$ cat src/rtl/msr_pkg.sv
`default_nettype none
package msr_pkg;
   localparam int MOD_WIDTH = 31;
   localparam int MAX_SEARCH = 64;
   localparam int SEARCH_WIDTH = $clog2(MAX_SEARCH + 1);
   localparam int CNT_WIDTH = $clog2(MOD_WIDTH + 2);
   localparam logic [MOD_WIDTH-1:0] RESET_MODULUS = 31'd998244353;

   localparam logic [1:0] STATUS_OK = 2'd0;
   localparam logic [1:0] STATUS_NONRES = 2'd1;
   localparam logic [1:0] STATUS_LIMIT = 2'd2;

   typedef logic [MOD_WIDTH-1:0] word_type;
endpackage
`default_nettype wire

$ cat src/rtl/modular_square_root.sv
`default_nettype none
// Channel  Ports     Contents (tdata/tuser from bit 0 up)
// req      req_t*    tdata: value[30:0]
// rsp      rsp_t*    tdata: root[30:0]; tuser: status[1:0]
// csr      csr_*     data: prime_modulus[30:0]
// One value at a time through a shared bit-serial modular multiplier. An Euler test takes
// one product per exponent bit plus one per set bit; each search candidate adds one
// product and an Euler test; the final power takes four products per exponent bit plus
// five per set bit. Reset is synchronous; the modulus resets to 998244353.
// Input and csr stall while a result waits; csr is taken only with no input offered.
module modular_square_root
   import msr_pkg::*;
(
   input  wire logic        clock,
   input  wire logic        reset,
   input  wire logic        req_tvalid,
   output logic             req_tready,
   input  wire logic [31:0] req_tdata,    // value[30:0]
   output logic             rsp_tvalid,
   input  wire logic        rsp_tready,
   output logic [31:0]      rsp_tdata,    // root[30:0]
   output logic [1:0]       rsp_tuser,    // status[1:0]
   input  wire logic        csr_valid,
   output logic             csr_ready,
   input  wire logic [31:0] csr_data
);
   localparam logic [4:0] S_IDLE = 5'd0, S_RED = 5'd1, S_CHK = 5'd2, S_PW_BIT = 5'd3,
      S_PW_MUL = 5'd4, S_PW_SQ = 5'd5, S_PW_END = 5'd6, S_SR_AA = 5'd7, S_SR_B = 5'd8,
      S_CI_BIT = 5'd9, S_M1 = 5'd10, S_M2 = 5'd11, S_M3 = 5'd12, S_M4 = 5'd13,
      S_M5 = 5'd14, S_M6 = 5'd15, S_Q1 = 5'd16, S_Q2 = 5'd17, S_Q3 = 5'd18,
      S_Q4 = 5'd19, S_FIN = 5'd20, S_OUT = 5'd21;
   localparam word_type W_ONE = word_type'(1);
   localparam word_type W_THREE = word_type'(3);

   logic [4:0] st_ff, st_in;
   word_type p_ff, p_in, x_ff, x_in, e_ff, e_in, base_ff, base_in, acc_ff, acc_in;
   word_type a_ff, a_in, b_ff, b_in, rr_ff, rr_in, ri_ff, ri_in, vr_ff, vr_in;
   word_type vi_ff, vi_in, t_ff, t_in, u_ff, u_in;
   logic [SEARCH_WIDTH-1:0] k_ff, k_in;
   logic search_ff, search_in;
   word_type root_ff, root_in;
   logic [1:0] stat_ff, stat_in;
   logic ov_ff, ov_in;

   logic m_start, m_done, r_start, r_done;
   word_type m_a, m_b, m_p, r_rem;

   msr_mulmod u_mul (.clock, .reset, .start(m_start), .op_a(m_a), .op_b(m_b),
      .modulus(p_ff), .done(m_done), .product(m_p));
   msr_reduce u_red (.clock, .reset, .start(r_start), .value(req_tdata[MOD_WIDTH-1:0]),
      .modulus(p_ff), .done(r_done), .remainder(r_rem));

   function automatic word_type addm(input word_type x, input word_type y, input word_type p);
      logic [MOD_WIDTH:0] s;
      s = {1'b0, x} + {1'b0, y};
      if (s >= {1'b0, p}) s = s - {1'b0, p};
      return s[MOD_WIDTH-1:0];
   endfunction

   assign req_tready = (st_ff == S_IDLE) && !ov_ff;
   assign csr_ready = (st_ff == S_IDLE) && !ov_ff && !req_tvalid;
   assign rsp_tvalid = ov_ff;
   assign rsp_tdata = {1'b0, root_ff};
   assign rsp_tuser = stat_ff;

   word_type ph;
   assign ph = p_ff >> 1;

   always_comb begin
      st_in = st_ff; p_in = p_ff; x_in = x_ff; e_in = e_ff; base_in = base_ff;
      acc_in = acc_ff; a_in = a_ff; b_in = b_ff; rr_in = rr_ff; ri_in = ri_ff;
      vr_in = vr_ff; vi_in = vi_ff; t_in = t_ff; u_in = u_ff; k_in = k_ff;
      search_in = search_ff; root_in = root_ff; stat_in = stat_ff; ov_in = ov_ff;
      m_start = 1'b0; m_a = '0; m_b = '0; r_start = 1'b0;
      if (ov_ff && rsp_tready) ov_in = 1'b0;
      case (st_ff)
         S_IDLE: begin
            if (csr_valid && csr_ready) p_in = csr_data[MOD_WIDTH-1:0];
            if (req_tvalid && req_tready) begin
               if (p_ff < W_THREE || !p_ff[0]) begin
                  root_in = '0; stat_in = STATUS_NONRES; ov_in = 1'b1;
               end else begin
                  r_start = 1'b1; st_in = S_RED;
               end
            end
         end
         S_RED: if (r_done) begin
            x_in = r_rem;
            if (r_rem == '0) begin
               root_in = '0; stat_in = STATUS_OK; st_in = S_OUT;
            end else begin
               search_in = 1'b0; base_in = r_rem; e_in = ph; acc_in = W_ONE;
               st_in = S_PW_BIT;
            end
         end
         S_PW_BIT: begin
            if (e_ff == '0) st_in = S_PW_END;
            else if (e_ff[0]) begin
               m_start = 1'b1; m_a = acc_ff; m_b = base_ff; st_in = S_PW_MUL;
            end else begin
               m_start = 1'b1; m_a = base_ff; m_b = base_ff; st_in = S_PW_SQ;
            end
         end
         S_PW_MUL: if (m_done) begin
            acc_in = m_p; m_start = 1'b1; m_a = base_ff; m_b = base_ff; st_in = S_PW_SQ;
         end
         S_PW_SQ: if (m_done) begin
            base_in = m_p; e_in = e_ff >> 1; st_in = S_PW_BIT;
         end
         S_PW_END: begin
            if (!search_ff) begin
               if (acc_ff != W_ONE) begin
                  root_in = '0; stat_in = STATUS_NONRES; st_in = S_OUT;
               end else begin
                  k_in = '0; a_in = '0; st_in = S_CHK;
               end
            end else if (acc_ff != W_ONE) begin
               rr_in = W_ONE; ri_in = '0; vr_in = a_ff; vi_in = W_ONE; e_in = ph + W_ONE;
               st_in = S_CI_BIT;
            end else begin
               k_in = k_ff + SEARCH_WIDTH'(1); a_in = addm(a_ff, W_ONE, p_ff); st_in = S_CHK;
            end
         end
         S_CHK: begin
            if (k_ff == SEARCH_WIDTH'(MAX_SEARCH)) begin
               root_in = '0; stat_in = STATUS_LIMIT; st_in = S_OUT;
            end else begin
               st_in = S_SR_AA;
            end
         end
         S_SR_AA: begin
            m_start = 1'b1; m_a = a_ff; m_b = a_ff; st_in = S_SR_B;
         end
         S_SR_B: if (m_done) begin
            b_in = addm(m_p, p_ff - x_ff, p_ff);
            base_in = addm(m_p, p_ff - x_ff, p_ff);
            e_in = ph; acc_in = W_ONE; search_in = 1'b1; st_in = S_PW_BIT;
         end
         S_CI_BIT: begin
            if (e_ff == '0) st_in = S_FIN;
            else if (e_ff[0]) begin
               m_start = 1'b1; m_a = ri_ff; m_b = vi_ff; st_in = S_M1;
            end else begin
               m_start = 1'b1; m_a = vi_ff; m_b = vi_ff; st_in = S_Q1;
            end
         end
         S_M1: if (m_done) begin
            t_in = m_p; m_start = 1'b1; m_a = rr_ff; m_b = vi_ff; st_in = S_M2;
         end
         S_M2: if (m_done) begin
            u_in = m_p; m_start = 1'b1; m_a = ri_ff; m_b = vr_ff; st_in = S_M3;
         end
         S_M3: if (m_done) begin
            ri_in = addm(u_ff, m_p, p_ff);
            m_start = 1'b1; m_a = rr_ff; m_b = vr_ff; st_in = S_M4;
         end
         S_M4: if (m_done) begin
            u_in = m_p; m_start = 1'b1; m_a = b_ff; m_b = t_ff; st_in = S_M5;
         end
         S_M5: if (m_done) begin
            rr_in = addm(u_ff, m_p, p_ff);
            m_start = 1'b1; m_a = vi_ff; m_b = vi_ff; st_in = S_Q1;
         end
         S_M6: st_in = S_Q1;
         S_Q1: if (m_done) begin
            t_in = m_p; m_start = 1'b1; m_a = addm(vr_ff, vr_ff, p_ff); m_b = vi_ff;
            st_in = S_Q2;
         end
         S_Q2: if (m_done) begin
            vi_in = m_p; m_start = 1'b1; m_a = vr_ff; m_b = vr_ff; st_in = S_Q3;
         end
         S_Q3: if (m_done) begin
            u_in = m_p; m_start = 1'b1; m_a = b_ff; m_b = t_ff; st_in = S_Q4;
         end
         S_Q4: if (m_done) begin
            vr_in = addm(u_ff, m_p, p_ff); e_in = e_ff >> 1; st_in = S_CI_BIT;
         end
         S_FIN: begin
            root_in = (rr_ff == W_ONE) ? p_ff - W_ONE : rr_ff;
            stat_in = STATUS_OK; st_in = S_OUT;
         end
         S_OUT: if (!ov_ff) begin
            ov_in = 1'b1; st_in = S_IDLE;
         end
         default: st_in = S_IDLE;
      endcase
   end

   always_ff @(posedge clock) begin
      if (reset) begin
         st_ff <= S_IDLE;
         p_ff <= RESET_MODULUS;
         ov_ff <= 1'b0;
      end else begin
         st_ff <= st_in;
         p_ff <= p_in;
         ov_ff <= ov_in;
      end
      x_ff <= x_in; e_ff <= e_in; base_ff <= base_in; acc_ff <= acc_in; a_ff <= a_in;
      b_ff <= b_in; rr_ff <= rr_in; ri_ff <= ri_in; vr_ff <= vr_in; vi_ff <= vi_in;
      t_ff <= t_in; u_ff <= u_in; k_ff <= k_in; search_ff <= search_in;
      root_ff <= root_in; stat_ff <= stat_in;
   end
endmodule
`default_nettype wire

$ cat src/rtl/msr_mulmod.sv
`default_nettype none
// Bit-serial modular multiplier: product = a * b mod p, one bit of b per cycle (MSB first).
// Not for reduction: a mod p via a * 1 is not valid when a >= p, so operands must be < p.
module msr_mulmod
   import msr_pkg::*;
(
   input  wire logic     clock,
   input  wire logic     reset,
   input  wire logic     start,
   input  wire word_type op_a,
   input  wire word_type op_b,
   input  wire word_type modulus,
   output logic          done,
   output word_type      product
);
   logic [MOD_WIDTH+1:0] acc_ff, acc_in;
   word_type a_ff, a_in;
   word_type b_ff, b_in;
   logic [CNT_WIDTH-1:0] cnt_ff, cnt_in;
   logic busy_ff, busy_in;
   logic done_ff, done_in;
   logic [MOD_WIDTH+1:0] dbl, dbl_r, add, add_r, ext_p, ext_a;

   always_comb begin
      ext_p = {2'b00, modulus};
      ext_a = {2'b00, a_ff};
      dbl = {acc_ff[MOD_WIDTH:0], 1'b0};
      dbl_r = (dbl >= ext_p) ? dbl - ext_p : dbl;
      add = dbl_r + (b_ff[MOD_WIDTH-1] ? ext_a : '0);
      add_r = (add >= ext_p) ? add - ext_p : add;
      acc_in = acc_ff;
      a_in = a_ff;
      b_in = b_ff;
      cnt_in = cnt_ff;
      busy_in = busy_ff;
      done_in = 1'b0;
      if (start) begin
         acc_in = '0;
         a_in = op_a;
         b_in = op_b;
         cnt_in = CNT_WIDTH'(MOD_WIDTH);
         busy_in = 1'b1;
      end else if (busy_ff) begin
         acc_in = add_r;
         b_in = {b_ff[MOD_WIDTH-2:0], 1'b0};
         cnt_in = cnt_ff - CNT_WIDTH'(1);
         if (cnt_ff == CNT_WIDTH'(1)) begin
            busy_in = 1'b0;
            done_in = 1'b1;
         end
      end
   end

   always_ff @(posedge clock) begin
      if (reset) begin
         busy_ff <= 1'b0;
         done_ff <= 1'b0;
      end else begin
         busy_ff <= busy_in;
         done_ff <= done_in;
      end
      acc_ff <= acc_in;
      a_ff <= a_in;
      b_ff <= b_in;
      cnt_ff <= cnt_in;
   end

   assign done = done_ff;
   assign product = acc_ff[MOD_WIDTH-1:0];
endmodule
`default_nettype wire

$ cat src/rtl/msr_reduce.sv
`default_nettype none
// Serial restoring reduction: remainder = value mod p, one bit per cycle.
module msr_reduce
   import msr_pkg::*;
(
   input  wire logic     clock,
   input  wire logic     reset,
   input  wire logic     start,
   input  wire word_type value,
   input  wire word_type modulus,
   output logic          done,
   output word_type      remainder
);
   logic [MOD_WIDTH:0] rem_ff, rem_in, sh;
   word_type v_ff, v_in;
   logic [CNT_WIDTH-1:0] cnt_ff, cnt_in;
   logic busy_ff, busy_in, done_ff, done_in;

   always_comb begin
      sh = {rem_ff[MOD_WIDTH-1:0], v_ff[MOD_WIDTH-1]};
      rem_in = rem_ff;
      v_in = v_ff;
      cnt_in = cnt_ff;
      busy_in = busy_ff;
      done_in = 1'b0;
      if (start) begin
         rem_in = '0;
         v_in = value;
         cnt_in = CNT_WIDTH'(MOD_WIDTH);
         busy_in = 1'b1;
      end else if (busy_ff) begin
         rem_in = (sh >= {1'b0, modulus}) ? sh - {1'b0, modulus} : sh;
         v_in = {v_ff[MOD_WIDTH-2:0], 1'b0};
         cnt_in = cnt_ff - CNT_WIDTH'(1);
         if (cnt_ff == CNT_WIDTH'(1)) begin
            busy_in = 1'b0;
            done_in = 1'b1;
         end
      end
   end

   always_ff @(posedge clock) begin
      if (reset) begin
         busy_ff <= 1'b0;
         done_ff <= 1'b0;
      end else begin
         busy_ff <= busy_in;
         done_ff <= done_in;
      end
      rem_ff <= rem_in;
      v_ff <= v_in;
      cnt_ff <= cnt_in;
   end

   assign done = done_ff;
   assign remainder = rem_ff[MOD_WIDTH-1:0];
endmodule
`default_nettype wire

$ cat config.mk
export PLATFORM = sky130hd
export DESIGN_NAME = modular_square_root
export DESIGN_NICKNAME = d
export VERILOG_FILES = /design/src/rtl/msr_pkg.sv /design/src/rtl/modular_square_root.sv /design/src/rtl/msr_mulmod.sv /design/src/rtl/msr_reduce.sv
export SDC_FILE = /design/constraint.sdc
export NUM_CORES = 2
export LEC_CHECK = 0
export ABC_AREA = 1
export BUFFER_PORTS_ARGS = -buffer_cell sky130_fd_sc_hd__buf_2
export CAP_MARGIN = 30
export CORE_ASPECT_RATIO = 0.9
export CORE_MARGIN = 2
export CORE_UTILIZATION = 30
export CTS_CLUSTER_SIZE = 16
export DETAILED_ROUTE_END_ITERATION = 8
export PLACE_DENSITY = 0.51
export SYNTH_ARGS = -nofsm -noshare
export SYNTH_HDL_FRONTEND = slang
export SYNTH_SLANG_ARGS = --single-unit
$ cat constraint.sdc
create_clock -name clock -period 9.8 [get_ports clock]
set_clock_uncertainty 0.2 [all_clocks]
set_input_delay 0.98 -clock clock [delete_from_list [all_inputs] [get_ports clock]]
set_output_delay 0.98 -clock clock [all_outputs]
set_load 0.01 [all_outputs]
==> summary by stage <==
Status
The run finished with clean final reports.

GRT
The first global-routing pass estimated 369 mm of wire. For this run, the total global-route usage over all layers was measured as 0.303. The total congestion overflow is 0. The via count of the first global-routing pass came to 47900. The initial antenna violation count was 25. Entering global routing, the biggest net connects 79 pins.

STA
For the pin with the worst max-slew slack, the measured transition is 1.10 ns. Setup repair after global routing left no endpoint under its margin. The smallest hold slack is 0.296 ns. The relative slew slack is 0.261. The time the final worst path needs with I/O delays and setup is 8.84 ns. The max-slew violation count is 0. Across all setup checks in the final design, the least slack found is 0.956 ns. The hold violation total from the final report is 0. The final setup TNS is 0 ns. The number of failing setup endpoints in the final timing report is 0. The fmax is 113 MHz. Of the available clock period, the critical path in the final layout requires 0.902.

Placement
In this run the tool buffered the top-level ports with 102 buffer cells. Timing analysis after detailed placement gives a worst setup slack of 1.36 ns. The detailed placement HPWL is 212 mm. The final weighted congestion in routability-driven placement is 1.06.

Clock network
The clock sink count is 622. The CTS H-tree depth is 3. The number of hold buffers added after cts is 0. TritonCTS built the clock tree. The CTS buffer count is 73. The post-cts resize count is 0. The clock latency at the later pin of the worst-skew pair is 0.72 ns. The clock-pin slew on the worst setup and hold paths is 0.06 ns. Clock tree synthesis selected as its root buffer the cell sky130_fd_sc_hd__clkbuf_16.

In this run the deepest clock path goes through 3 buffers. Once the clock tree was built, the setup fixing pass inserted 0 buffers.

Floorplanning
The die covers 172000 µm². Pin placement for this block handled 106 I/O pins. The core region is 168000 µm². The cell row count is 143. The width of the die is 437 µm. The die outline height is 394 µm.

For this configuration, the core starts out at a cell density of 0.301.

Worst setup path
The critical path is of the register to register type. Of all nets on the critical path, the largest fanout is 34. The depth of the worst register-to-register path is 34. STA classifies the critical path startpoint as a register. For the worst setup path, the data required time is 10.15 ns. The cell at the slowest stage of the critical path is sky130_fd_sc_hd__dfxtp_1. By instance count, the cell type seen most on the critical path is sky130_fd_sc_hd__inv_1. The data arrival time of the critical path is 9.19 ns.

The number of buffers and inverters on the critical path is 6. The start of the worst register-to-register path is p_ff[6]$_SDFFE_PP0P_. The setup check on the worst reg-to-reg path leaves a slack of 0.96 ns. The category of cells accounting for the largest share of critical-path delay is simple AND/OR/NAND/NOR gates.

The endpoint type of the worst setup path is a register. The worst register-to-register path ends at u_mul.acc_ff[29]$_SDFFE_PP0P_. The largest single stage delay on the critical path is 0.88 ns.

Route
The number of nets with antenna violations after detailed routing is 0. In the final routed layout, each cell accounts on average for 29.3 µm. In the routed design, unresolved DRC markers number 0. The total wire length after detailed routing is 270 mm.

After detailed routing, the number of vias per cell comes to 5.69. The detailed router placed 52400 vias in this run. The number of violations reported at the end of detailed-routing iteration 0 is 7748.

The first detailed-routing pass took 6 iterations.

Hold path
The path class of the tightest hold or removal check is input port to register. The worst hold path terminates at p_ff[29]$_SDFFE_PP1P_. The worst min-delay path startpoint is csr_data[29]. The worst hold path passes through 3 cells.

Synthesis
Summing every instance area after synthesis gives 50700 µm². After synthesis the netlist holds a flip-flop and latch count of 622. The number of enable-type register cells in the synthesized netlist is 506. The count of mapped cells out of synthesis is 6745.

The number of nets produced by synthesis is 7177. The count of distinct cell types in the synthesized netlist is 70. The primary flip-flop cell chosen by synthesis mapping is sky130_fd_sc_hd__edfxtp_1. After synthesis, the mean cell area works out to 7.51 µm². For this run, the number of Yosys warnings is 0. The async set or reset register ratio after synthesis is 0. For this run, the register share of the synthesized area comes to 0.346.

Cells and area
u_mul.acc_ff holds more flip-flops than any other register. The area used by multi-input combinational logic is 29100 µm². The layout overhead on the synthesized area is 12.7%. The flip-flop count of the largest register, all copies and words added is 32. The core occupancy in the finished layout is 0.339. Registers take 17500 µm². The number of nets in the final layout is 7326. Counting the fill cells in the layout gives 18100.

The share of final-layout standard cells stronger than drive strength 1 is 0.0784.

Power and ir drop
The maximum ir drop on the vdd rail is 0.000297 V. In this run the static leakage power is 0.0242 µW. For this design the ratio of total power to cell area is 425 nW/µm².

Flow run
Max-cap violations in this run came to 0.
## metrics by stage
| stage | instances | total power (µW) | area [µm²] |
|---|---|---|---|
| floorplan | 6745 | 15000 | 50700 |
| global placement | 9063 | 20800 | 54600 |
| detailed placement | 9065 | 20700 | 54600 |
| CTS | 9200 | 23700 | 57100 |
| global route | 9201 | 25800 | 57100 |
| finish | 9215 | 24300 | 57100 |
## tightest hold or removal path, cell delays in order
cell and delay [ns]:
sky130_fd_sc_hd__buf_2 0.08, sky130_fd_sc_hd__nand2_1 0.05, sky130_fd_sc_hd__o211ai_1 0.06
## cell usage after synthesis, types with 17 or more instances
cell type / number / share of area
sky130_fd_sc_hd__nand2_1: 1271 / 0.094
sky130_fd_sc_hd__inv_1: 837 / 0.062
sky130_fd_sc_hd__nor2_1: 645 / 0.048
sky130_fd_sc_hd__a21oi_1: 526 / 0.052
sky130_fd_sc_hd__edfxtp_1: 506 / 0.30
sky130_fd_sc_hd__o21ai_0: 434 / 0.043
sky130_fd_sc_hd__nand3_1: 401 / 0.040
sky130_fd_sc_hd__ha_1: 352 / 0.087
sky130_fd_sc_hd__xor2_1: 216 / 0.037
sky130_fd_sc_hd__nand4_1: 150 / 0.019
sky130_fd_sc_hd__clkbuf_1: 136 / 0.010
sky130_fd_sc_hd__nor3_1: 126 / 0.012
sky130_fd_sc_hd__dfxtp_1: 116 / 0.046
sky130_fd_sc_hd__xnor2_1: 115 / 0.020
sky130_fd_sc_hd__o211ai_1: 81 / 0.012
sky130_fd_sc_hd__a31oi_1: 72 / 0.0089
sky130_fd_sc_hd__nor4_1: 70 / 0.0086
sky130_fd_sc_hd__o21ai_1: 65 / 0.0064
sky130_fd_sc_hd__buf_2: 52 / 0.0051
sky130_fd_sc_hd__a21o_1: 49 / 0.0073
sky130_fd_sc_hd__o22ai_1: 44 / 0.0054
sky130_fd_sc_hd__nand3b_1: 37 / 0.0055
sky130_fd_sc_hd__a311oi_1: 34 / 0.0059
sky130_fd_sc_hd__and2_1: 34 / 0.0042
sky130_fd_sc_hd__a22oi_1: 31 / 0.0046
sky130_fd_sc_hd__mux2_2: 30 / 0.0067
sky130_fd_sc_hd__o21bai_1: 30 / 0.0044
sky130_fd_sc_hd__a211oi_1: 25 / 0.0037
sky130_fd_sc_hd__buf_1: 17 / 0.0013
## layout make-up
class	count	share of cell area
Sequential cell	622	0.307
Clock buffer	95	0.0349
Multi-Input combinational cell	5048	0.510
Tap cell	2247	0.0492
Inverter	856	0.0563
Timing Repair Buffer	293	0.0342
Clock inverter	40	0.00811
Antenna cell	14	0.000613
## cell families after synthesis
kind of cell | synth area share
simple gates | 0.241
flops | 0.346
buf+inv | 0.0825
xor+xnor | 0.0575
fa+ha+maj | 0.0913
compound gates | 0.175
mux | 0.00667
other cells | 0.0000740
## layer usage
metal,share of wire,wire [µm],track usage,up-vias
li1,-,-,-,23700
met1,0.43,115000,0.424,25100
met2,0.38,103000,0.403,3057
met3,0.13,34300,0.0989,507
met4,0.064,17300,0.165,16
met5,0.00065,175,0.00362,-
## cells in the final DEF (no fill, tap or decap), types with 31 or more instances in the layout
cell type / n
sky130_fd_sc_hd__nand2_1: 1268
sky130_fd_sc_hd__inv_1: 837
sky130_fd_sc_hd__nor2_1: 633
sky130_fd_sc_hd__a21oi_1: 521
sky130_fd_sc_hd__edfxtp_1: 506
sky130_fd_sc_hd__o21ai_0: 434
sky130_fd_sc_hd__nand3_1: 398
sky130_fd_sc_hd__ha_1: 352
sky130_fd_sc_hd__xor2_1: 216
sky130_fd_sc_hd__buf_4: 188
sky130_fd_sc_hd__nand4_1: 150
sky130_fd_sc_hd__nor3_1: 124
sky130_fd_sc_hd__xnor2_1: 115
sky130_fd_sc_hd__dfxtp_1: 115
sky130_fd_sc_hd__buf_2: 102
sky130_fd_sc_hd__o211ai_1: 81
sky130_fd_sc_hd__clkbuf_16: 74
sky130_fd_sc_hd__a31oi_1: 72
sky130_fd_sc_hd__nor4_1: 70
sky130_fd_sc_hd__o21ai_1: 65
sky130_fd_sc_hd__a21o_1: 49
sky130_fd_sc_hd__o22ai_1: 44
sky130_fd_sc_hd__nand3b_1: 37
sky130_fd_sc_hd__and2_1: 34
sky130_fd_sc_hd__a311oi_1: 34
sky130_fd_sc_hd__a22oi_1: 31
## worst max path at each step
stage / start / to / slack, ns / cells after the start
after floorplan: st_ff[4]$_SDFFE_PP0P_ / root_ff[0]$_SDFFCE_PN0P_ / 2.22 / 9
final: p_ff[6]$_SDFFE_PP0P_ / u_mul.acc_ff[29]$_SDFFE_PP0P_ / 0.96 / 34
after global placement: p_ff[6]$_SDFFE_PP0P_ / u_mul.acc_ff[12]$_SDFFE_PP0P_ / 1.44 / 34
after CTS: p_ff[6]$_SDFFE_PP0P_ / u_mul.acc_ff[29]$_SDFFE_PP0P_ / 1.31 / 34
after detailed placement: p_ff[6]$_SDFFE_PP0P_ / u_mul.acc_ff[29]$_SDFFE_PP0P_ / 1.36 / 34
after global routing: p_ff[6]$_SDFFE_PP0P_ / u_mul.acc_ff[29]$_SDFFE_PP0P_ / 0.67 / 34
## power by group
group	internal, µW	leakage (µW)	switching [µW]
Sequential	3680	0.00554	445
Clock	1600	0.00119	1290
Combinational	5190	0.0175	12100
Total	10500	0.0242	13800
No activity file was read; power rests on OpenSTA's default activity.
